**src/sv/hkm_pkg.sv**
```systemverilog
// hkm_pkg: shared constants, codes and types of the hashed key map
// no dependencies; imported by every module and interface of the block
package hkm_pkg;

	localparam int TABLE_DEPTH = 256;
	localparam int IDX_W = $clog2(TABLE_DEPTH);
	localparam int VALUE_W = 32;
	localparam int HASH_W = 64;
	localparam int QUEUE_DEPTH = 2;
	localparam int QPTR_W = $clog2(QUEUE_DEPTH);

	localparam logic [HASH_W-1:0] HASH_SEED = 64'd17;

	localparam logic [1:0] OP_INSERT = 2'd0;
	localparam logic [1:0] OP_GET = 2'd1;
	localparam logic [1:0] OP_REMOVE = 2'd2;

	localparam logic [1:0] STAT_DONE = 2'd0;
	localparam logic [1:0] STAT_FOUND = 2'd1;
	localparam logic [1:0] STAT_NOT_FOUND = 2'd2;
	localparam logic [1:0] STAT_FULL = 2'd3;

	typedef struct packed {
		logic [1:0] op;
		logic [VALUE_W-1:0] value;
		logic [HASH_W-1:0] hash;
	} hkm_cmd_t;

	typedef struct packed {
		logic [HASH_W-1:0] hash;
		logic occupied;
		logic [VALUE_W-1:0] value;
	} hkm_slot_t;

endpackage

```
**src/sv/hkm_queue.sv**
```systemverilog
// hkm_queue: short command queue between hashing front and probing back
// depends on hkm_pkg
module hkm_queue
	import hkm_pkg::*;
(
	input  logic clk,
	input  logic arst_n,
	input  logic push_valid,
	output logic push_ready,
	input  hkm_cmd_t push_cmd,
	output logic pop_valid,
	input  logic pop_ready,
	output hkm_cmd_t pop_cmd
);

	hkm_cmd_t entry_q [QUEUE_DEPTH];
	logic [QPTR_W-1:0] wr_ptr_q;
	logic [QPTR_W-1:0] rd_ptr_q;
	logic [QPTR_W:0] count_q;
	logic do_push;
	logic do_pop;

	assign push_ready = (count_q != (QPTR_W+1)'(QUEUE_DEPTH));
	assign pop_valid = (count_q != '0);
	assign pop_cmd = entry_q[rd_ptr_q];
	assign do_push = push_valid && push_ready;
	assign do_pop = pop_valid && pop_ready;

	always_ff @(posedge clk) begin
		if (do_push) begin
			entry_q[wr_ptr_q] <= push_cmd;
		end
	end

	always_ff @(posedge clk or negedge arst_n) begin
		if (!arst_n) begin
			wr_ptr_q <= '0;
			rd_ptr_q <= '0;
			count_q <= '0;
		end else begin
			if (do_push) begin
				wr_ptr_q <= wr_ptr_q + QPTR_W'(1);
			end
			if (do_pop) begin
				rd_ptr_q <= rd_ptr_q + QPTR_W'(1);
			end
			if (do_push && !do_pop) begin
				count_q <= count_q + (QPTR_W+1)'(1);
			end else if (do_pop && !do_push) begin
				count_q <= count_q - (QPTR_W+1)'(1);
			end
		end
	end

endmodule

```
**config.mk**
```make
export PLATFORM = sky130hd
export DESIGN_NAME = hkm_queue
export DESIGN_NICKNAME = d
export VERILOG_FILES = /design/src/sv/hkm_pkg.sv /design/src/sv/hkm_queue.sv
export SDC_FILE = /design/constraint.sdc
export NUM_CORES = 1
export LEC_CHECK = 0
export ABC_CLOCK_PERIOD_IN_PS = 5000
export BUFFER_PORTS_ARGS = -buffer_cell sky130_fd_sc_hd__buf_2
export CORE_UTILIZATION = 40
export CTS_CLUSTER_SIZE = 10
export DETAILED_ROUTE_END_ITERATION = 8
export PLACE_DENSITY = 0.66
export SYNTH_ARGS = -nofsm -noshare
export SYNTH_HDL_FRONTEND = slang
export SYNTH_SLANG_ARGS = --single-unit
```
**constraint.sdc**
```tcl
create_clock -name clk -period 5 [get_ports clk]
set_clock_uncertainty 0.15 [all_clocks]
set_input_delay 1 -clock clk [delete_from_list [all_inputs] [get_ports clk]]
set_output_delay 1 -clock clk [all_outputs]
set_load 0.03 [all_outputs]
```
==> results of run 1 <==
kinds of logic (layout without fill, tap and decap cells):
family,after synthesis,in the layout,share of synthesized area [%]
flops,200,200,82.1
xor+xnor,5,5,0.600
mux,98,98,15.6
buf+inv,12,239,1.06
simple gates,7,7,0.463
fa+ha+maj,1,1,0.171
metal layers:
layer / vias to the layer above / part of all wire, % / wire [um] / track usage, %
met5: - / 0.10 / 13 / 0
met4: 2 / 1.2 / 154 / 5.31
met3: 13 / 7.8 / 1020 / 5.26
met2: 129 / 50 / 6560 / 23.4
met1: 1823 / 40 / 5270 / 15.7
li1: 1713 / - / - / -
cell type report:
type,count,area (um^2),area share (%)
well taps,229,287,3.13
clock inverters,13,153,1.67
clock buffers,18,429,4.69
flip-flops and latches,200,5990,65.4
inverters,1,3.75,0.0410
multi-input cells,111,1240,13.6
repair buffers,207,1050,11.5
worst max-delay path, delay by kind of cell (launching register included):
| family | cells | cell delay (ps) |
|---|---|---|
| buf+inv | 2 | 690 |
| flops | 1 | 770 |
| mux | 1 | 400 |
through the flow:
stage                     cell area [um^2]  hold slack [ps]  power [mW]
after floorplan                       7300              306        4.03
after global placement                8570              325        4.54
after detailed placement              8570              339        4.57
after CTS                             9160              207        5.94
after global routing                  9160              209        6.12
final                                 9160              227        5.87
cells in the mapped netlist (all sizes together):
| cell type | instances | area, um^2 |
|---|---|---|
| edfxtp | 196 | 5890 |
| mux2 | 98 | 1140 |
| buf | 11 | 73.8 |
| dfrtp | 4 | 100 |
| xnor2 | 3 | 26.3 |
| nand2 | 2 | 7.51 |
| nor2 | 2 | 7.51 |
| xor2 | 2 | 17.5 |
| and3 | 1 | 6.26 |
| ha | 1 | 12.5 |
| inv | 1 | 3.75 |
| nand2b | 1 | 6.26 |
| or2 | 1 | 6.26 |
path summary, 6_finish.rpt:
kind	startpoint	end	slack, ps	cells past startpoint
worst min-delay path	arst_n	count_q[0]	230	1
worst max register to register	count_q[0]	entry_q[1][5]	2730	3
max in group asynchronous	arst_n	rd_ptr_q	4320	1
min in group clk	count_q[1]	count_q[1]	350	1
worst max-delay path	rd_ptr_q	pop_cmd[70]	1550	3
worst min register to register	count_q[1]	count_q[1]	350	1
flip-flops by register name (all words and copies together), names as in the netlist:
signal    count
rd_ptr_q      1
count_q       2
wr_ptr_q      1
entry_q     196
power groups by stage:
stage | Combinational, mW | Sequential, mW | Clock [mW]
6_report | 2.06 | 2.44 | 1.36
3_3_place_gp | 2.07 | 2.46 | 0
4_1_cts | 2.09 | 2.45 | 1.39
2_1_floorplan | 1.61 | 2.42 | 0
5_1_grt | 2.18 | 2.48 | 1.45
3_5_place_dp | 2.08 | 2.49 | 0
==> results.toml, run 1 <==
[status]
outcome = "completed"

[routing]
wl_mm = 13.0
via_count = 3680
vias_per_cell = 4.72
wl_per_cell_um = 16.7
drt_iter0_drc = 184
antenna_left = 0
remaining_drc_errors = 0
first_pass_iters = 6

[finish]
final_common_cell = "buf_2"
finalNonFillerCells = 779
synthToLayoutAreaGrowth_pct = 25.5
utilization_pct = 51.1
fin_nets = 641
layout_common_cells = "buf_2 (201), edfxtp_1 (196), mux2_2 (88)"
drive_above_1_share_pct = 61.3
antenna-diode-count = 0
final.fill_count = 1505

[timing]
fmax_ghz = 0.289
min_period_over_period_pct = 69.1
final.setup.worst_slack_ps = 1550
max_slew_margin_pct = 43.5
finalHoldViolCount = 0
slew_viol_final = 0
setup_violations = 0
fin_crit_ps = 3450
fin_tns_setup_ps = 0
worst_pin_slew_ps = 847
rsz0062_at_grt = "false"

[global_routing]
grt_max_degree = 60
grt_remaining_overflow = 0
antenna_found_initial = 1
grt_pass1_wl_mm = 18.9
grt_pass1_vias = 3853
grt_usage_pct = 13.8

[placed_design]
gp_congestion = 0.712
dp_hpwl_mm = 8.49
portBuffers = 201
dp.cells = 748
place_ws_ps = 1940

[worst_setup_path]
critPathLaunchType = "register"
criticalPathCategory = "register to output port"
slowest_stage = "dfrtp_4"
crit_fanout = 38
crit_required_ps = 3850
critPathCaptureType = "output port"
max_stage_delay_ps = 770
crit_chain = "buf_4 > mux2_2 > buf_2"
arrival_ps = 2300

[floorplanning]
die_h_um = 137
die_area_mm2 = 0.0188
initial_utilization_pct = 40.7
fp.dieW_um = 137
core_mm2 = 0.0179
rows = 49
pin_count = 202

[pwr]
p_sw_mw = 2.07
switching_share_pct = 35.3
seqPwrFrac_pct = 41.6
power.density_mw_per_mm2 = 641
ir_drop_mv = 0.332
internal-power_mw = 3.79
pwr-share-comb_pct = 35.1
leakage_nw = 3.45
power_frac_clock_pct = 23.2

[clock_network]
postCtsSetupBuffers = 0
clockRootBuffer = "clkbuf_16"
clock_sinks = 200
cts_tree = "built"
clk_latency_ps = 420
clk_pin_slew_worst_paths_ps = 70
htree_levels = 4
postCtsHoldBufs = 0
post_cts_resized = 0
cts_buffer_depth = 2
cts_buffers = 17

[logic_synthesis]
netlist_area_mm2 = 0.00729
synth_fp_nets = 426
yosys_warnings = 0
synthCells = 323
synth.distinct_cells = 15
ys_ff_latch = 200
synth.avg_cell_area_um2 = 22.6
seq_area_frac_synth_pct = 82.1

[run]
max_cap_violations = 0

[worst_hold_path]
hold_path.class = "input pin to async pin"
Note: power is estimated with default switching activity, not from simulation.
==> inputs of run 2 (changes only) <==
ABC_AREA = 1   (was not set)
ABC_CLOCK_PERIOD_IN_PS = 3200   (was 5000)
PLACE_DENSITY = not set   (was 0.66)
clock period = 3.2 ns   (was 5 ns; I/O delays follow)
==> run 2 against run 1 <==
Effect of this change: final area grew 1.1%; worst hold slack gained 19 ps; critical path depth grew 1; final cell count grew 27%; sequential cell count is the same; sequential share of layout area shrank 0.71 points; largest cell class unchanged; highest routed layer unchanged.
==> results.toml, run 2 <==
[status]
outcome = "completed"

[placed_design]
gp_congestion = 0.727
dpl-instance-area_mm2 = 0.00859
dp.cells = 957
dp_hpwl_mm = 9.61
portBuffers = 201

[worst_setup_path]
path_buf_inv = 2
cp_top_family = "buffers and inverters"
slowest_stage = "buf_4"
max_stage_delay_ps = 480
arrival_ps = 1790
criticalPathCategory = "register to output port"
crit_chain = "buf_4 > nand2_1 > nand2_1 > buf_2"
crit_fanout = 52
critPathCaptureType = "output port"
crit_required_ps = 2410
critPathLaunchType = "register"
crit_top_cell = "nand2_1"

[logic_synthesis]
synth.distinct_cells = 14
seq_area_frac_synth_pct = 81.6
synth_fp_nets = 643
yosys_warnings = 0
async_flop_share_pct = 2.00
netlist_area_mm2 = 0.00733
synth.most_common_cell = "nand2_1"
ys_ff_latch = 200
netlist.area_leader.share_pct = 80.2
synthTopCellsByCount = "nand2_1 (304), edfxtp_1 (196), buf_2 (16), inv_1 (6), dfrtp_1 (4)"
ys.flop_type = "edfxtp_1"
synth_edf_count = 196
yosysTopAreaCell = "edfxtp_1"
synth.avg_cell_area_um2 = 13.6
synth.area.top_cells = "edfxtp_1 (80%), nand2_1 (16%), dfrtp_1 (1.4%)"
synthCells = 540

[finish]
final.fill_count = 1584
fin_area_mm2 = 0.00926
top_register = "entry_q"
final_common_cell = "nand2_1"
finalNonFillerCells = 989
largest_register_ff_count = 196
reg_top3 = "entry_q: 196 flops, count_q: 2 flops"
fin_nets = 851
drive_above_1_share_pct = 31.9
layout_common_cells = "nand2_1 (304), buf_2 (201), edfxtp_1 (196)"
synthToLayoutAreaGrowth_pct = 26.2

[routing]
via_count = 4542
remaining_drc_errors = 0
antenna_left = 0
first_pass_iters = 4
drt_iter0_drc = 238
wl_mm = 14.7
vias_per_cell = 4.59
wl_per_cell_um = 14.9

[timing]
finalHoldViolCount = 0
rsz0062_at_grt = "false"
fin_crit_ps = 2580
setup_violations = 0
fmax_ghz = 0.387
fin_tns_setup_ps = 0
max_slew_margin_pct = 54.6
worst_pin_slew_ps = 680
min_period_over_period_pct = 80.7
slew_viol_final = 0
whs_ps = 246

[floorplanning]
rows = 49
core_mm2 = 0.0180
fp.dieW_um = 137
die_area_mm2 = 0.0189
initial_utilization_pct = 40.8
pin_count = 202
die_h_um = 137

[worst_hold_path]
hold_path.class = "input pin to register"

[global_routing]
grt_pass1_vias = 4478
antenna_found_initial = 2
grt_usage_pct = 15.9
grt_pass1_wl_mm = 22.2
grt_remaining_overflow = 0
grt_max_degree = 62

[clock_network]
clock_sinks = 200
postCtsHoldBufs = 1
htree_levels = 4
clk_pin_slew_worst_paths_ps = 70
cts_buffers = 17
cts_tree = "built"
postCtsSetupBuffers = 0
cts_buffer_depth = 2
post_cts_resized = 0
clk_latency_ps = 420
clockRootBuffer = "clkbuf_16"

[pwr]
ir_drop_mv = 0.481
power.density_mw_per_mm2 = 1060
leakage_nw = 4.00

[run]
max_cap_violations = 0
run 2: cell families after synthesis:
group         count (synthesis)  synth area share [%]
flops                       200                  81.6
simple gates                309                  15.9
fa+ha+maj                     1                 0.171
xor+xnor                      2                 0.239
buf+inv                      28                  2.10
run 2: report_power, final:
part           total (mW)  internal (mW)  leakage, nW  switching, mW
Sequential           3.73           3.59         1.87          0.141
Combinational        3.69          0.875         1.81           2.81
Clock                2.36           1.46        0.321          0.906
run 2: layout make-up:
class                   count  area (um^2)  share of cell area (%)
diodes                      1         2.50                  0.0270
clock buffers              17          425                    4.60
clock inverters            13          225                    2.43
inverters                   7         28.8                   0.311
multi-input cells         312         1210                    13.1
flip-flops and latches    200         5990                    64.7
well taps                 229          287                    3.10
repair buffers            210         1090                    11.8
run 2: through the flow:
| step | power, mW | setup WS (ps) | utilization, % |
|---|---|---|---|
| 3_3_place_gp | 7.46 | 1050 | 47.8 |
| 5_1_grt | 10.3 | 459 | 51.5 |
| 4_1_cts | 9.90 | 564 | 51.5 |
| 3_5_place_dp | 7.53 | 1030 | 47.8 |
| 2_1_floorplan | 6.42 | -809 | - |
| 6_report | 9.78 | 618 | 51.5 |
run 2: layer usage:
metal  share of wire [%]  vias to the layer above  GRT usage (%)  wire [um]
li1                    -                     2234              -          -
met1                  41                     2114           18.0       6060
met2                  49                      171           26.6       7200
met3                 8.6                       21           6.44       1270
met4                 1.4                        2           6.53        207
met5               0.068                        -              0         10
run 2: worst paths after layout:
check                        startpoint              to  slack, ps  cells past startpoint
max in group asynchronous        arst_n        rd_ptr_q       2360                      2
max                            rd_ptr_q     pop_cmd[66]        620                      4
min in group asynchronous        arst_n        rd_ptr_q        400                      2
min reg2reg                  count_q[0]      count_q[0]        360                      1
min                        push_cmd[14]  entry_q[0][14]        250                      1
max reg2reg                  count_q[0]  entry_q[1][37]       1240                      5
run 2: worst register-to-register path, stage by stage, from the launching register on:
cell and delay, ps:
dfrtp_1 390, inv_1 90, nand2_1 70, nand2_1 170
nor2_4 140, buf_4 560
==> inputs of run 3 (changes only) <==
ABC_CLOCK_PERIOD_IN_PS = 2200   (was 3200)
PLACE_DENSITY = 0.66   (was not set)
clock period = 2.2 ns   (was 3.2 ns; I/O delays follow)
==> run 3 against run 2 <==
Effect of this change: combinational power up 120%; routed wire length up 14%; final area up 13%; first-iteration DRC count down 3.4%; non-clock buffer count up 15; via count up 3.2%; clock power up 29%; critical path type unchanged.
==> results.toml, run 3 (same netlist as run 2, synthesis figures left out) <==
[global_routing]
grt_remaining_overflow = 0
antenna_found_initial = 4
grt_pass1_vias = 4352
grt_max_degree = 51
grt_pass1_wl_mm = 22.4
grt_usage_pct = 16.4

[finish]
antenna-diode-count = 0
final_common_cell = "nand2_1"
reg_top3 = "entry_q: 196 flops, count_q: 2 flops"
drive_above_1_share_pct = 45.0
fin_area_mm2 = 0.0104
finalNonFillerCells = 1005
largest_register_ff_count = 196
utilization_pct = 58.1
fin_nets = 866
synthToLayoutAreaGrowth_pct = 42.4
layout_common_cells = "nand2_1 (216), edfxtp_1 (196), buf_2 (103)"
top_register = "entry_q"

[floorplanning]
core_mm2 = 0.0180
die_h_um = 137
fp.dieW_um = 137
rows = 49
initial_utilization_pct = 40.8
die_area_mm2 = 0.0189
pin_count = 202

[pwr]
ir_drop_mv = 0.772
leakage_nw = 4.39
power.density_mw_per_mm2 = 1580
fin_total_pwr_mw = 16.5

[placed_design]
place_ws_ps = 335
dp_hpwl_mm = 8.87
dpl-instance-area_mm2 = 0.00870
portBuffers = 201
dp.cells = 959
gp_congestion = 0.716

[worst_setup_path]
crit_required_ps = 1610
crit_fanout = 8
r2r-end = "entry_q[1][12]"
critPathCaptureType = "output port"
r2r_setup_slack_ps = 610
r2r_start = "count_q[0]"
arrival_ps = 1600
critPathLaunchType = "register"
rr_worst_depth = 5
criticalPathCategory = "register to output port"

[timing]
fmax_ghz = 0.456
final.setup.worst_slack_ps = 8.53
rsz0062_at_grt = "true"
fin_crit_ps = 2190
setup_violations = 0
max_slew_margin_pct = 80.5
finalHoldViolCount = 0
slew_viol_final = 0
min_period_over_period_pct = 99.6
fin_tns_setup_ps = 0
worst_pin_slew_ps = 293
whs_ps = 43.4

[clock_network]
cts_buffers = 17
clock_sinks = 200
cts_buffer_depth = 2
clk_latency_ps = 420
clockRootBuffer = "clkbuf_16"
clk_pin_slew_worst_paths_ps = 80
htree_levels = 4
cts_tree = "built"

[routing]
drt_iter0_drc = 230
antenna_left = 0
wl_per_cell_um = 16.8
remaining_drc_errors = 0
first_pass_iters = 5
wl_mm = 16.9
via_count = 4688
vias_per_cell = 4.66

[worst_hold_path]
hold-path-cell-count = 1
min_to = "entry_q[0][18]"
hold_path.class = "input pin to register"
hold_start = "push_cmd[18]"

[run]
max_cap_violations = 0

[status]
outcome = "completed"
## run 3: cell types whose count changed in the layout (fill, tap and decap cells not counted), sizes merged
cell,change
clkinv,-1
bufinv,-6
clkbuf,+6
buf,+9
inv,+9
diode,-1
## run 3: repair_timing
item,4_1_cts,5_1_grt
hold buffers,1,0
buffers inserted,1,0
pin swaps,0,18
cloned,4,8
endpoints found under the hold margin,4,0
resized for setup,114,185
setup endpoints to repair,98,93
## run 3: layout make-up
cell class / instances / area, um^2
Fill cell: 1420 / 7520
Sequential cell: 200 / 5990
Timing Repair Buffer: 225 / 2070
Multi-Input combinational cell: 312 / 1480
Clock buffer: 17 / 425
Tap cell: 229 / 287
Clock inverter: 15 / 150
Inverter: 7 / 38.8
## run 3: power breakdown
part	leakage, nW	switching [mW]	internal (mW)
Sequential	1.87	0.259	5.20
Clock	0.286	1.53	1.52
Combinational	2.23	4.83	3.13
## run 3: critical path, stage by stage, from the launching register on
cell and delay (ps):
dfrtp_4 550, buf_12 180, clkbuf_16 180, nand2_2 50, nand2_1 70, buf_6 140
## run 3: how the worst max path moves through the flow
stage / start / endpoint / slack [ps]
floorplan: count_q[0] / entry_q[0][0] / -490
global placement: rd_ptr_q / pop_cmd[43] / 360
detailed placement: rd_ptr_q / pop_cmd[43] / 330
CTS: rd_ptr_q / pop_cmd[95] / -10
global route: rd_ptr_q / pop_cmd[13] / -60
finish: rd_ptr_q / pop_cmd[13] / 9
## run 3: per-layer routing
metal | vias up | wire length (um) | GRT usage, %
met1 | 2221 | 6700 | 19.9
met2 | 158 | 8610 | 26.7
li1 | 2283 | - | -
met3 | 22 | 1330 | 5.81
met5 | - | 23 | 0
met4 | 4 | 215 | 6.84
